**src/bitmap_block_allocator_unit_defines.svh**
```systemverilog
// ----------------------------------------------------------------------------
// bitmap block allocator assertion macros
// shared property forms for the allocator checks
// ----------------------------------------------------------------------------
`ifndef BITMAP_BLOCK_ALLOCATOR_UNIT_DEFINES_SVH
`define BITMAP_BLOCK_ALLOCATOR_UNIT_DEFINES_SVH

// same-cycle implication, quiet during reset
`define BBA_ASSERT_IMPLY(lbl, ante, cons, msg) \
    lbl: assert property (@(posedge clk) disable iff (!rst_n) (ante) |-> (cons)) \
        else $error(msg);

// next-cycle implication, quiet during reset
`define BBA_ASSERT_NEXT(lbl, ante, cons, msg) \
    lbl: assert property (@(posedge clk) disable iff (!rst_n) (ante) |=> (cons)) \
        else $error(msg);

`endif

```
**src/bba_pkg.sv**
```systemverilog
// ----------------------------------------------------------------------------
// bba_pkg
// shared types, constants and encoders of the bitmap block allocator
// ----------------------------------------------------------------------------
package bba_pkg;

    localparam int MAP_BYTES_DEF = 256;
    localparam int SCAN_LIMIT    = 256;
    localparam int GRP_BYTES     = 16;
    localparam int GRP_COUNT     = SCAN_LIMIT / GRP_BYTES;
    localparam int GRP_IDX_W     = $clog2(GRP_COUNT);
    localparam int BYTE_W        = 8;
    localparam int BIT_IDX_W     = 3;
    localparam int BLOCK_W       = 11;
    localparam int IN_DATA_W     = 32;
    localparam int IN_USER_W     = 2;
    localparam int OUT_DATA_W    = 24;
    localparam int OUT_USER_W    = 1;

    typedef enum logic [1:0] {
        OP_ALLOC   = 2'd0,
        OP_RELEASE = 2'd1,
        OP_LOAD    = 2'd2,
        OP_READ    = 2'd3
    } op_t;

    typedef enum logic [2:0] {
        ST_CLEAR,
        ST_IDLE,
        ST_GROUP,
        ST_BYTE,
        ST_READ,
        ST_UPDATE
    } state_t;

    typedef struct packed {
        logic capture;
        logic clr_en;
        logic grp_en;
        logic byte_en;
        logic rd_en;
        logic out_load;
    } ctl_cmd_t;

    typedef struct packed {
        logic clr_last;
        op_t  in_op;
        logic found;
        logic out_free;
    } ctl_status_t;

    // position of the lowest clear bit
    function automatic logic [3:0] first_zero16(input logic [15:0] v);
        logic [3:0] pos;
        pos = '0;
        for (int i = 15; i >= 0; i--)
        begin
            if (!v[i])
            begin
                pos = 4'(i);
            end
        end
        return pos;
    endfunction

    function automatic logic [BIT_IDX_W-1:0] first_zero8(input logic [BYTE_W-1:0] v);
        logic [BIT_IDX_W-1:0] pos;
        pos = '0;
        for (int i = BYTE_W - 1; i >= 0; i--)
        begin
            if (!v[i])
            begin
                pos = BIT_IDX_W'(i);
            end
        end
        return pos;
    endfunction

endpackage

```
**src/bba_ctrl.sv**
```systemverilog
// ----------------------------------------------------------------------------
// bba_ctrl
// sequencer of the allocator: clearing pass, scan, read and update steps
// ----------------------------------------------------------------------------
module bba_ctrl
    import bba_pkg::*;
(
    input  logic        clk,
    input  logic        rst_n,
    input  logic        in_valid,
    output logic        in_ready,
    input  ctl_status_t status,
    output ctl_cmd_t    cmd
);

    state_t state_reg;
    state_t state_next;

    always_ff @(posedge clk or negedge rst_n)
    begin
        if (!rst_n)
        begin
            state_reg <= ST_CLEAR;
        end
        else
        begin
            state_reg <= state_next;
        end
    end

    always_comb
    begin
        state_next = state_reg;
        unique case (state_reg)
            ST_CLEAR:
            begin
                if (status.clr_last)
                begin
                    state_next = ST_IDLE;
                end
            end
            ST_IDLE:
            begin
                if (in_valid)
                begin
                    unique case (status.in_op)
                        OP_ALLOC:   state_next = ST_GROUP;
                        OP_LOAD:    state_next = ST_UPDATE;
                        OP_RELEASE: state_next = ST_READ;
                        OP_READ:    state_next = ST_READ;
                        default:    state_next = ST_READ;
                    endcase
                end
            end
            ST_GROUP:
            begin
                state_next = ST_BYTE;
            end
            ST_BYTE:
            begin
                state_next = status.found ? ST_READ : ST_UPDATE;
            end
            ST_READ:
            begin
                state_next = ST_UPDATE;
            end
            ST_UPDATE:
            begin
                if (status.out_free)
                begin
                    state_next = ST_IDLE;
                end
            end
            default:
            begin
                state_next = ST_IDLE;
            end
        endcase
    end

    always_comb
    begin
        cmd      = '0;
        in_ready = 1'b0;
        unique case (state_reg)
            ST_CLEAR:
            begin
                cmd.clr_en = 1'b1;
            end
            ST_IDLE:
            begin
                in_ready    = 1'b1;
                cmd.capture = in_valid;
            end
            ST_GROUP:
            begin
                cmd.grp_en = 1'b1;
            end
            ST_BYTE:
            begin
                cmd.byte_en = 1'b1;
            end
            ST_READ:
            begin
                cmd.rd_en = 1'b1;
            end
            ST_UPDATE:
            begin
                cmd.out_load = status.out_free;
            end
            default:
            begin
                cmd = '0;
            end
        endcase
    end

endmodule

```
**src/bba_datapath.sv**
```systemverilog
// ----------------------------------------------------------------------------
// bba_datapath
// bitmap memory, full-byte summary, two-level first-fit search and result word
// ----------------------------------------------------------------------------
module bba_datapath
    import bba_pkg::*;
#(
    parameter int MAP_BYTES = MAP_BYTES_DEF
)
(
    input  logic                  clk,
    input  logic                  rst_n,
    input  logic [IN_DATA_W-1:0]  in_data,   // block_number, map_index, map_value
    input  logic [IN_USER_W-1:0]  in_user,   // operation
    output logic                  out_valid,
    input  logic                  out_ready,
    output logic [OUT_DATA_W-1:0] out_data,  // allocated_block, map_data, zero pad
    output logic [OUT_USER_W-1:0] out_user,  // map_full
    input  ctl_cmd_t              cmd,
    output ctl_status_t           status
);

    localparam int ADDR_W     = (MAP_BYTES > 1) ? $clog2(MAP_BYTES) : 1;
    localparam int SCAN_BYTES = (MAP_BYTES < SCAN_LIMIT) ? MAP_BYTES : SCAN_LIMIT;
    localparam int SCAN_W     = (SCAN_BYTES > 1) ? $clog2(SCAN_BYTES) : 1;

    logic [BYTE_W-1:0] mem [MAP_BYTES];

    op_t                  op_reg;
    logic [BLOCK_W-1:0]   bn_reg;
    logic [BYTE_W-1:0]    idx_reg;
    logic [BYTE_W-1:0]    val_reg;

    logic [SCAN_BYTES-1:0] full_reg;
    logic [SCAN_LIMIT-1:0] full_pad;
    logic [GRP_COUNT-1:0]  grp_full;
    logic [GRP_IDX_W-1:0]  grp_sel_reg;
    logic                  found_reg;
    logic [BYTE_W-1:0]     scan_byte_reg;
    logic [GRP_BYTES-1:0]  grp_row;

    logic [ADDR_W-1:0]     clr_cnt_reg;
    logic [BYTE_W-1:0]     rd_data_reg;

    logic [BYTE_W-1:0]     op_byte;
    logic                  in_range;
    logic [ADDR_W-1:0]     mem_addr;
    logic [ADDR_W-1:0]     mem_waddr;
    logic [BYTE_W-1:0]     upd_data;
    logic [BYTE_W-1:0]     mem_wdata;
    logic                  upd_we;
    logic                  mem_we;
    logic [BIT_IDX_W-1:0]  free_bit;

    logic                  out_valid_reg;
    logic [BLOCK_W-1:0]    alloc_reg;
    logic                  full_flag_reg;
    logic [BYTE_W-1:0]     data_reg;

    // captured request
    always_ff @(posedge clk)
    begin
        if (cmd.capture)
        begin
            op_reg  <= op_t'(in_user);
            bn_reg  <= in_data[10:0];
            idx_reg <= in_data[18:11];
            val_reg <= in_data[26:19];
        end
    end

    // summary of full bytes, padded with full bytes above the scan reach
    always_comb
    begin
        full_pad                 = '1;
        full_pad[SCAN_BYTES-1:0] = full_reg;
        for (int g = 0; g < GRP_COUNT; g++)
        begin
            grp_full[g] = &full_pad[g*GRP_BYTES +: GRP_BYTES];
        end
        grp_row = full_pad[{grp_sel_reg, 4'b0000} +: GRP_BYTES];
    end

    always_ff @(posedge clk)
    begin
        if (cmd.grp_en)
        begin
            grp_sel_reg <= first_zero16(grp_full);
            found_reg   <= ~&grp_full;
        end
        if (cmd.byte_en)
        begin
            scan_byte_reg <= {grp_sel_reg, first_zero16(grp_row)};
        end
    end

    always_comb
    begin
        unique case (op_reg)
            OP_ALLOC:   op_byte = scan_byte_reg;
            OP_RELEASE: op_byte = bn_reg[BLOCK_W-1:BIT_IDX_W];
            default:    op_byte = idx_reg;
        endcase
        in_range = (32'(op_byte) < MAP_BYTES);
        mem_addr = ADDR_W'(op_byte);
        free_bit = first_zero8(rd_data_reg);
        unique case (op_reg)
            OP_ALLOC:   upd_data = rd_data_reg | (BYTE_W'(1) << free_bit);
            OP_RELEASE: upd_data = rd_data_reg & ~(BYTE_W'(1) << bn_reg[BIT_IDX_W-1:0]);
            OP_LOAD:    upd_data = val_reg;
            default:    upd_data = rd_data_reg;
        endcase
        if (op_reg == OP_ALLOC)
        begin
            upd_we = cmd.out_load && found_reg;
        end
        else
        begin
            upd_we = cmd.out_load && (op_reg != OP_READ) && in_range;
        end
        mem_we    = cmd.clr_en || upd_we;
        mem_waddr = cmd.clr_en ? clr_cnt_reg : mem_addr;
        mem_wdata = cmd.clr_en ? '0 : upd_data;
    end

    always_ff @(posedge clk)
    begin
        if (mem_we)
        begin
            mem[mem_waddr] <= mem_wdata;
        end
        if (cmd.rd_en)
        begin
            rd_data_reg <= mem[mem_addr];
        end
    end

    always_ff @(posedge clk or negedge rst_n)
    begin
        if (!rst_n)
        begin
            clr_cnt_reg <= '0;
            full_reg    <= '0;
        end
        else
        begin
            if (cmd.clr_en)
            begin
                clr_cnt_reg <= clr_cnt_reg + ADDR_W'(1);
            end
            if (upd_we && (32'(op_byte) < SCAN_BYTES))
            begin
                full_reg[SCAN_W'(op_byte)] <= (upd_data == '1);
            end
        end
    end

    // result word
    always_ff @(posedge clk or negedge rst_n)
    begin
        if (!rst_n)
        begin
            out_valid_reg <= 1'b0;
        end
        else if (cmd.out_load)
        begin
            out_valid_reg <= 1'b1;
        end
        else if (out_ready)
        begin
            out_valid_reg <= 1'b0;
        end
    end

    always_ff @(posedge clk)
    begin
        if (cmd.out_load)
        begin
            alloc_reg     <= ((op_reg == OP_ALLOC) && found_reg) ?
                             {scan_byte_reg, free_bit} : '0;
            full_flag_reg <= (op_reg == OP_ALLOC) && !found_reg;
            data_reg      <= ((op_reg == OP_READ) && in_range) ? rd_data_reg : '0;
        end
    end

    assign out_valid = out_valid_reg;
    assign out_data  = {{(OUT_DATA_W - BLOCK_W - BYTE_W){1'b0}}, data_reg, alloc_reg};
    assign out_user  = full_flag_reg;

    assign status.clr_last = (clr_cnt_reg == ADDR_W'(MAP_BYTES - 1));
    assign status.in_op    = op_t'(in_user);
    assign status.found    = found_reg;
    assign status.out_free = !out_valid_reg || out_ready;

endmodule

```
**src/bitmap_block_allocator_unit.sv**
```systemverilog
// ----------------------------------------------------------------------------
// bitmap_block_allocator_unit
// allocate: group search, byte search, map read, update; a full map skips the map read
// release and read: map read, update; load: update only
// one word at a time; the update step waits while a previous result is not taken
// reset: a clearing pass zeroes the map, s_tready stays low meanwhile
// ----------------------------------------------------------------------------
module bitmap_block_allocator_unit
    import bba_pkg::*;
#(
    parameter int MAP_BYTES = MAP_BYTES_DEF
)
(
    input  logic                  clk,
    input  logic                  rst_n,
    input  logic                  s_tvalid,
    output logic                  s_tready,
    input  logic [IN_DATA_W-1:0]  s_tdata,   // block_number, map_index, map_value, zero pad
    input  logic [IN_USER_W-1:0]  s_tuser,   // operation
    output logic                  m_tvalid,
    input  logic                  m_tready,
    output logic [OUT_DATA_W-1:0] m_tdata,   // allocated_block, map_data, zero pad
    output logic [OUT_USER_W-1:0] m_tuser    // map_full
);

    `include "bitmap_block_allocator_unit_defines.svh"

    ctl_cmd_t    cmd;
    ctl_status_t status;

    bba_ctrl u_ctrl
    (
        .clk      (clk),
        .rst_n    (rst_n),
        .in_valid (s_tvalid),
        .in_ready (s_tready),
        .status   (status),
        .cmd      (cmd)
    );

    bba_datapath #(
        .MAP_BYTES (MAP_BYTES)
    ) u_datapath
    (
        .clk       (clk),
        .rst_n     (rst_n),
        .in_data   (s_tdata),
        .in_user   (s_tuser),
        .out_valid (m_tvalid),
        .out_ready (m_tready),
        .out_data  (m_tdata),
        .out_user  (m_tuser),
        .cmd       (cmd),
        .status    (status)
    );

    `BBA_ASSERT_IMPLY(a_no_accept_in_clear, cmd.clr_en, !s_tready, "word accepted during clearing")
    `BBA_ASSERT_IMPLY(a_load_slot_free, cmd.out_load, (!m_tvalid || m_tready), "result overwritten")
    `BBA_ASSERT_NEXT(a_one_in_flight, (s_tvalid && s_tready), !s_tready, "second word taken")
    `BBA_ASSERT_IMPLY(a_full_has_no_block, (m_tvalid && m_tuser[0]), (m_tdata[10:0] == '0), "full with block")

endmodule
```
**config.mk**
```make
export PLATFORM = sky130hd
export DESIGN_NAME = bitmap_block_allocator_unit
export DESIGN_NICKNAME = d
export VERILOG_FILES = /design/src/bba_pkg.sv /design/src/bba_ctrl.sv /design/src/bba_datapath.sv /design/src/bitmap_block_allocator_unit.sv
export VERILOG_INCLUDE_DIRS = /design/src /design/src/src
export SDC_FILE = /design/constraint.sdc
export NUM_CORES = 2
export LEC_CHECK = 0
export BUFFER_PORTS_ARGS = -buffer_cell sky130_fd_sc_hd__buf_4
export CORE_AREA = 3 3 406 408
export DETAILED_ROUTE_END_ITERATION = 8
export DIE_AREA = 0 0 409 411
export PLACE_DENSITY = 0.8
export SYNTH_ARGS = -nofsm -noshare
export SYNTH_HDL_FRONTEND = slang
export SYNTH_SLANG_ARGS = --single-unit
```
**constraint.sdc**
```tcl
create_clock -name clk -period 19.6 [get_ports clk]
set_clock_uncertainty 0.05 [all_clocks]
set_input_delay 4.9 -clock clk [delete_from_list [all_inputs] [get_ports clk]]
set_output_delay 4.9 -clock clk [all_outputs]
set_load 0.005 [all_outputs]
```
## Word level (Yosys, flattened, before mapping)

Memories as Yosys holds them, arrays and structs flattened. A register that Yosys moved wholly into a read port is not among the register bits.
Index checks and enable logic that the tools add are counted.

- Bits in writable memories: 2048
- Register bits after elaboration: 330
- Input port bits: 38
- Logic and storage cells: 150
- Memories: 1

- $lt $le $gt $ge: 2
- Equal/unequal tests: 17
- Multiplexer cells: 63
- Reductions and logical operators: 39
- Shift operators: 3
- Add/subtract/negate cells: 1
- Bitwise gates (word level): 3

Memory list:

| name | words | width | read ports | clocked after Yosys merged registers in | wr ports | line | text |
|---|---|---|---|---|---|---|---|
| u_datapath.mem | 256 | 8 | 1 | 1 | 1 | bba_datapath.sv:27 | `logic [BYTE_W-1:0] mem [MAP_BYTES];` |

Operator list:

| operator | count |
|---|---|
| $bwmux 256 | 1 |
| $reduce_and 16->1 | 16 |
| $reduce_and 256->1 | 1 |
| $shiftx 256x9->16 | 1 |
| $reduce_and 128->1 | 1 |
| $mux 4 | 16 |
| $reduce_and 64->1 | 1 |
| $mux 3 | 19 |
| $reduce_and 32->1 | 1 |
| $pmux 8 s3 | 1 |
| $pmux 3 s6 | 1 |
| $eq 8x8->1 const B | 2 |
| $mux 1 | 16 |
| $mux 8 | 2 |
| $pmux 8 s2 | 1 |
| $shl 1x3->8 const A | 2 |
| $lt 8x9->1 const B | 1 |
| $pmux 3 s3 | 1 |
| $add 8x1->8 const B | 1 |
| $and 8x8->8 | 1 |
| $demux 1 s8 | 1 |
| $eq 2x2->1 const B | 4 |
| $ge 8x1->1 const B | 1 |
| $mux 2 | 4 |
| other kinds (19) | 32 |

## Longest topological paths before layout

- Depth after elaboration: 16
- Mapped depth: 17

## Modules after synthesis

A second synthesis with hierarchy kept.

- Cell total of the unflattened synthesis: 6762
- Area total of the unflattened synthesis: 97430.9 µm²

Modules (own cells, without submodules):

| module | instances | seq. area each (µm²) | area an instance (µm²) | cells each |
|---|---|---|---|---|
| bba_datapath | 1 | 70232.4 | 97171.9 | 6729 |
| bba_ctrl | 1 | 75.1 | 259.0 | 33 |

## Worst setup path before layout

Ideal clock, no wire load.

- Path kind: reg-to-reg
- Start: reg u_ctrl.state_reg[0]
- End: mem u_datapath.mem[0][0] (data pin)
- Setup slack: 5779 ps
- Cell stages (with the launch flop): 6
- Path buffers: 3
- Data required time: 17306 ps
- Setup time: 2244 ps
- Data arrival time: 11527 ps
- Cells stage by stage: dfrtp_1 clkbuf_1 nor3_1 clkbuf_1 buf_1 a211oi_1

- Cells in the longest elaborated chain, start to end: 3

Ends and longest elaborated chain:

| what | line | text |
|---|---|---|
| start, declared | bba_ctrl.sv:16 | `state_t state_reg;` |
| start signal, assigned | bba_ctrl.sv:27 | `state_reg <= state_next;` |
| $logic_not 3->1 | bba_ctrl.sv:85 | `unique case (state_reg)` |
| $mux 1 | bba_ctrl.sv:85 |  |
| $mux 8 | bba_datapath.sv:123 | `mem_wdata = cmd.clr_en ? '0 : upd_data;` |
| net u_datapath.mem_wdata[0] | bba_datapath.sv:50 | `logic [BYTE_W-1:0] mem_wdata;` |
| end, declared | bba_datapath.sv:27 |  |

The timed path passes the listed nets, and every way through them passes these cells.

## Worst setup path after layout

- Start: reg u_datapath.op_reg[0]
- End: reg u_datapath.rd_data_reg[5], read port of u_datapath.mem (data pin)

- Cells in the longest elaborated chain, start to end: 2
- Elaborated cells between the ends (all ways): 3
- Those cells by class: eq/ne (1); mux (1); reduce/logical (1)

Ends and longest elaborated chain:

| what | line | text |
|---|---|---|
| start, declared | bba_datapath.sv:29 | `op_t op_reg;` |
| start signal, assigned | bba_datapath.sv:65 | `op_reg <= op_t'(in_user);` |
| $eq 2x1->1 / $logic_not 2->1 (equally long branches) | bba_datapath.sv:99 | `unique case (op_reg)` |
| $pmux 8 s2 * | bba_datapath.sv:99 |  |
| end, declared | bba_datapath.sv:43 | `logic [BYTE_W-1:0] rd_data_reg;` |

Mark *: on every way between the ends. The rest lies on a longest branch, timed or not.
A chain may end at the register's enable or synchronous reset.

==> results.cfg <==
[placement]
placed_area_sq_mm = 0.0990
io_buffers = 54
place.gp.congestion = 0.998
hpwlAfterDp_microns = 167000
dp.cells = 8107

[global_route]
antenna_found_initial = 29
grt_pass1_vias = 58276
grt_max_degree = 257
grt_pass1_wl_microns = 405000
gr-total-overflow = 0
grt_usage = 0.335

[die]
die_height_microns = 411
die_w_microns = 409
ios = 65
rows = 148
start_util = 0.596
design.core.area_sq_mm = 0.162
die_area_sq_mm = 0.168

[timing]
finalHoldViolCount = 0
fin_tns_setup_ns = 0
fin_crit_sh = 0.413
rsz0062_at_grt = no
final_max_slew_viol_count = 1
fmax_mhz = 124
tightest_slew_ns = 1.49
final.min_clock_period_ns = 8.09
max-slew-margin-rel = -0.00843
finalSetupViolations = 0

[synth]
synth.distinct_cells = 67
synthArstFlopShare = 0.112
ys_seq_area_frac = 0.728
synth_edf_count = 2118
postSynthCellCount = 6198
ys_ff_latch = 2386
synth_fa_ha_area_frac = 0.000130
synthSimpleGateAreaFrac = 0.0875
postSynthAreaPerCell_sq_um = 15.6
yosysMostFrequentCell = edfxtp_1
synth_xor_area_frac = 0.000635
synth_area_leaders = edfxtp_1 66%, mux4_2 8.6%, dfrtp_1 6.9%
synth_ff_type = edfxtp_1
synthesis.area_sq_mm = 0.0966
ys_warn_count = 0
synth_top_cell_area_share = 0.659
synth_compound_area_frac = 0.0638
synthMuxAreaShare = 0.0978
synth_top_family_by_area = multiplexers
synth_top_cell_by_area = edfxtp_1
synth_top_cells_by_count = 2118 x edfxtp_1, 880 x nand2_1, 379 x nand3_1, 369 x nor2_1, 368 x mux4_2

[clock_network]
cts-root-buf = clkbuf_16
cts_made_buffers = 218
clkTransAtPathRegs_ns = 0.06
clock_latency_ns = 0.90
cts.sinks = 2386
htreeDepth = 4
cts_setup_buffers = 0
cts_hold_buf = 0
cts_max_path_buffers = 3
cts_resized = 0
cts_tree = yes

[critical_path]
criticalPathCategory = register to register
worstSetupStartpointType = register
crit_required_ns = 19.97
arrival_ns = 8.46
endpoint_kind = register
worstPathMaxFanout = 106

[routing]
routed-via-count = 60848
drc = 0
detail-route-antenna-nets = 0
drt_first_pass_iters = 7
wire_per_inst_microns = 33.1
wirelength_microns = 282000
vias_per_cell = 7.14
drt_iter0_drc = 10735

[layout]
top_register = u_datapath.mem
final_cell_count_no_fill = 8522
finish.net_count = 6192
layout-drive-gt1-share = 0.146
area_delta_synth_final_pct = 10.1
utilization = 0.656
final_area_sq_mm = 0.106
largest_reg_flops = 2048

[power]
peakVddDrop_mv = 0.204
power.leakage_nw = 35.0
powerDensity_mw_per_mm2 = 132

[min_path]
hold_path_class = register to register

[outcome]
violations = capacitance limit, slew limit
status = finished, violations left

[run]
maxCapViolations = 1
-- cell usage in the layout (no fill, tap or decap), types with 16 or more instances in the layout --
cell type,instances
edfxtp_1,2118
nand2_1,877
nand3_1,378
mux4_2,368
nor2_1,352
o21ai_0,297
dfrtp_1,268
o31ai_1,261
clkbuf_16,218
buf_4,170
nand4_1,148
mux2i_1,103
a32oi_1,60
a22oi_1,60
a21oi_1,57
clkbuf_1,47
and3_1,39
clkinv_2,38
clkinv_1,36
o211ai_1,33
a31oi_1,27
bufinv_16,27
nor3_1,24
nor4_1,24
o22ai_1,20
inv_1,18
nor2_4,16
o2111ai_1,16
-- logic make-up (layout without fill, tap and decap cells) --
| group | count (synthesis) | in the layout |
|---|---|---|
| mux | 481 | 481 |
| compound gates | 927 | 927 |
| xor+xnor | 7 | 7 |
| flops | 2386 | 2386 |
| fa+ha+maj | 1 | 1 |
| simple gates | 1922 | 1922 |
| buf+inv | 473 | 605 |
| other cells | 1 | 18 |
-- worst max-delay path, stage by stage (launching register included) --
cell and delay [ns]:
edfxtp_1 0.34, buf_4 0.32, mux2i_4 0.64, o21a_4 0.66, buf_12 0.56, buf_4 0.72, buf_12 0.54, buf_4 0.64
mux4_2 0.61, a22oi_1 0.24, a21oi_1 0.25, nor2_1 0.95, nand4_1 0.75
-- area by class of cell --
type	instances	area (sq um)
Clock inverter	122	1410
Multi-Input combinational cell	3343	24400
Inverter	19	71.3
Fill cell	10263	55700
Sequential cell	2386	70300
Timing Repair Buffer	185	1560
Tap cell	2175	2720
Clock buffer	279	5810
Antenna cell	13	32.5
-- worst paths after layout --
check	slack, ns	to	cells past startpoint	from
max	11.51	u_datapath.rd_data_reg[5]	12	u_datapath.op_reg[0]
min	0.49	u_datapath.full_pad[199]	2	u_datapath.full_pad[199]
max reg2reg	11.51	u_datapath.rd_data_reg[5]	12	u_datapath.op_reg[0]
min reg2reg	0.49	u_datapath.full_pad[199]	2	u_datapath.full_pad[199]
max in group asynchronous	13.32	u_datapath.full_pad[15]	3	rst_n
min in group asynchronous	3.87	u_datapath.out_valid	1	rst_n
-- where the power goes --
group          internal (W)  switching (W)  total (W)
Combinational      0.000685        0.00252    0.00320
Sequential          0.00640      0.0000545    0.00646
Clock               0.00245        0.00188    0.00432
-- metal layers --
metal,routed length (microns),up-vias,GRT usage
met4,20100,32,0.200
met1,91700,30120,0.427
li1,-,24206,-
met3,44800,1136,0.129
met5,261,-,0.00230
met2,125000,5354,0.490
-- stage by stage --
stage               hold slack [ns]  setup WS, ns  power (W)
detailed placement            0.473         10.89    0.00957
global route                  0.515         11.32     0.0142
finish                        0.490         11.51     0.0140
floorplan                     0.371          5.78    0.00842
CTS                           0.486         11.77     0.0138
global placement              0.462         10.93    0.00947
No activity file was read; power rests on OpenSTA's default activity.
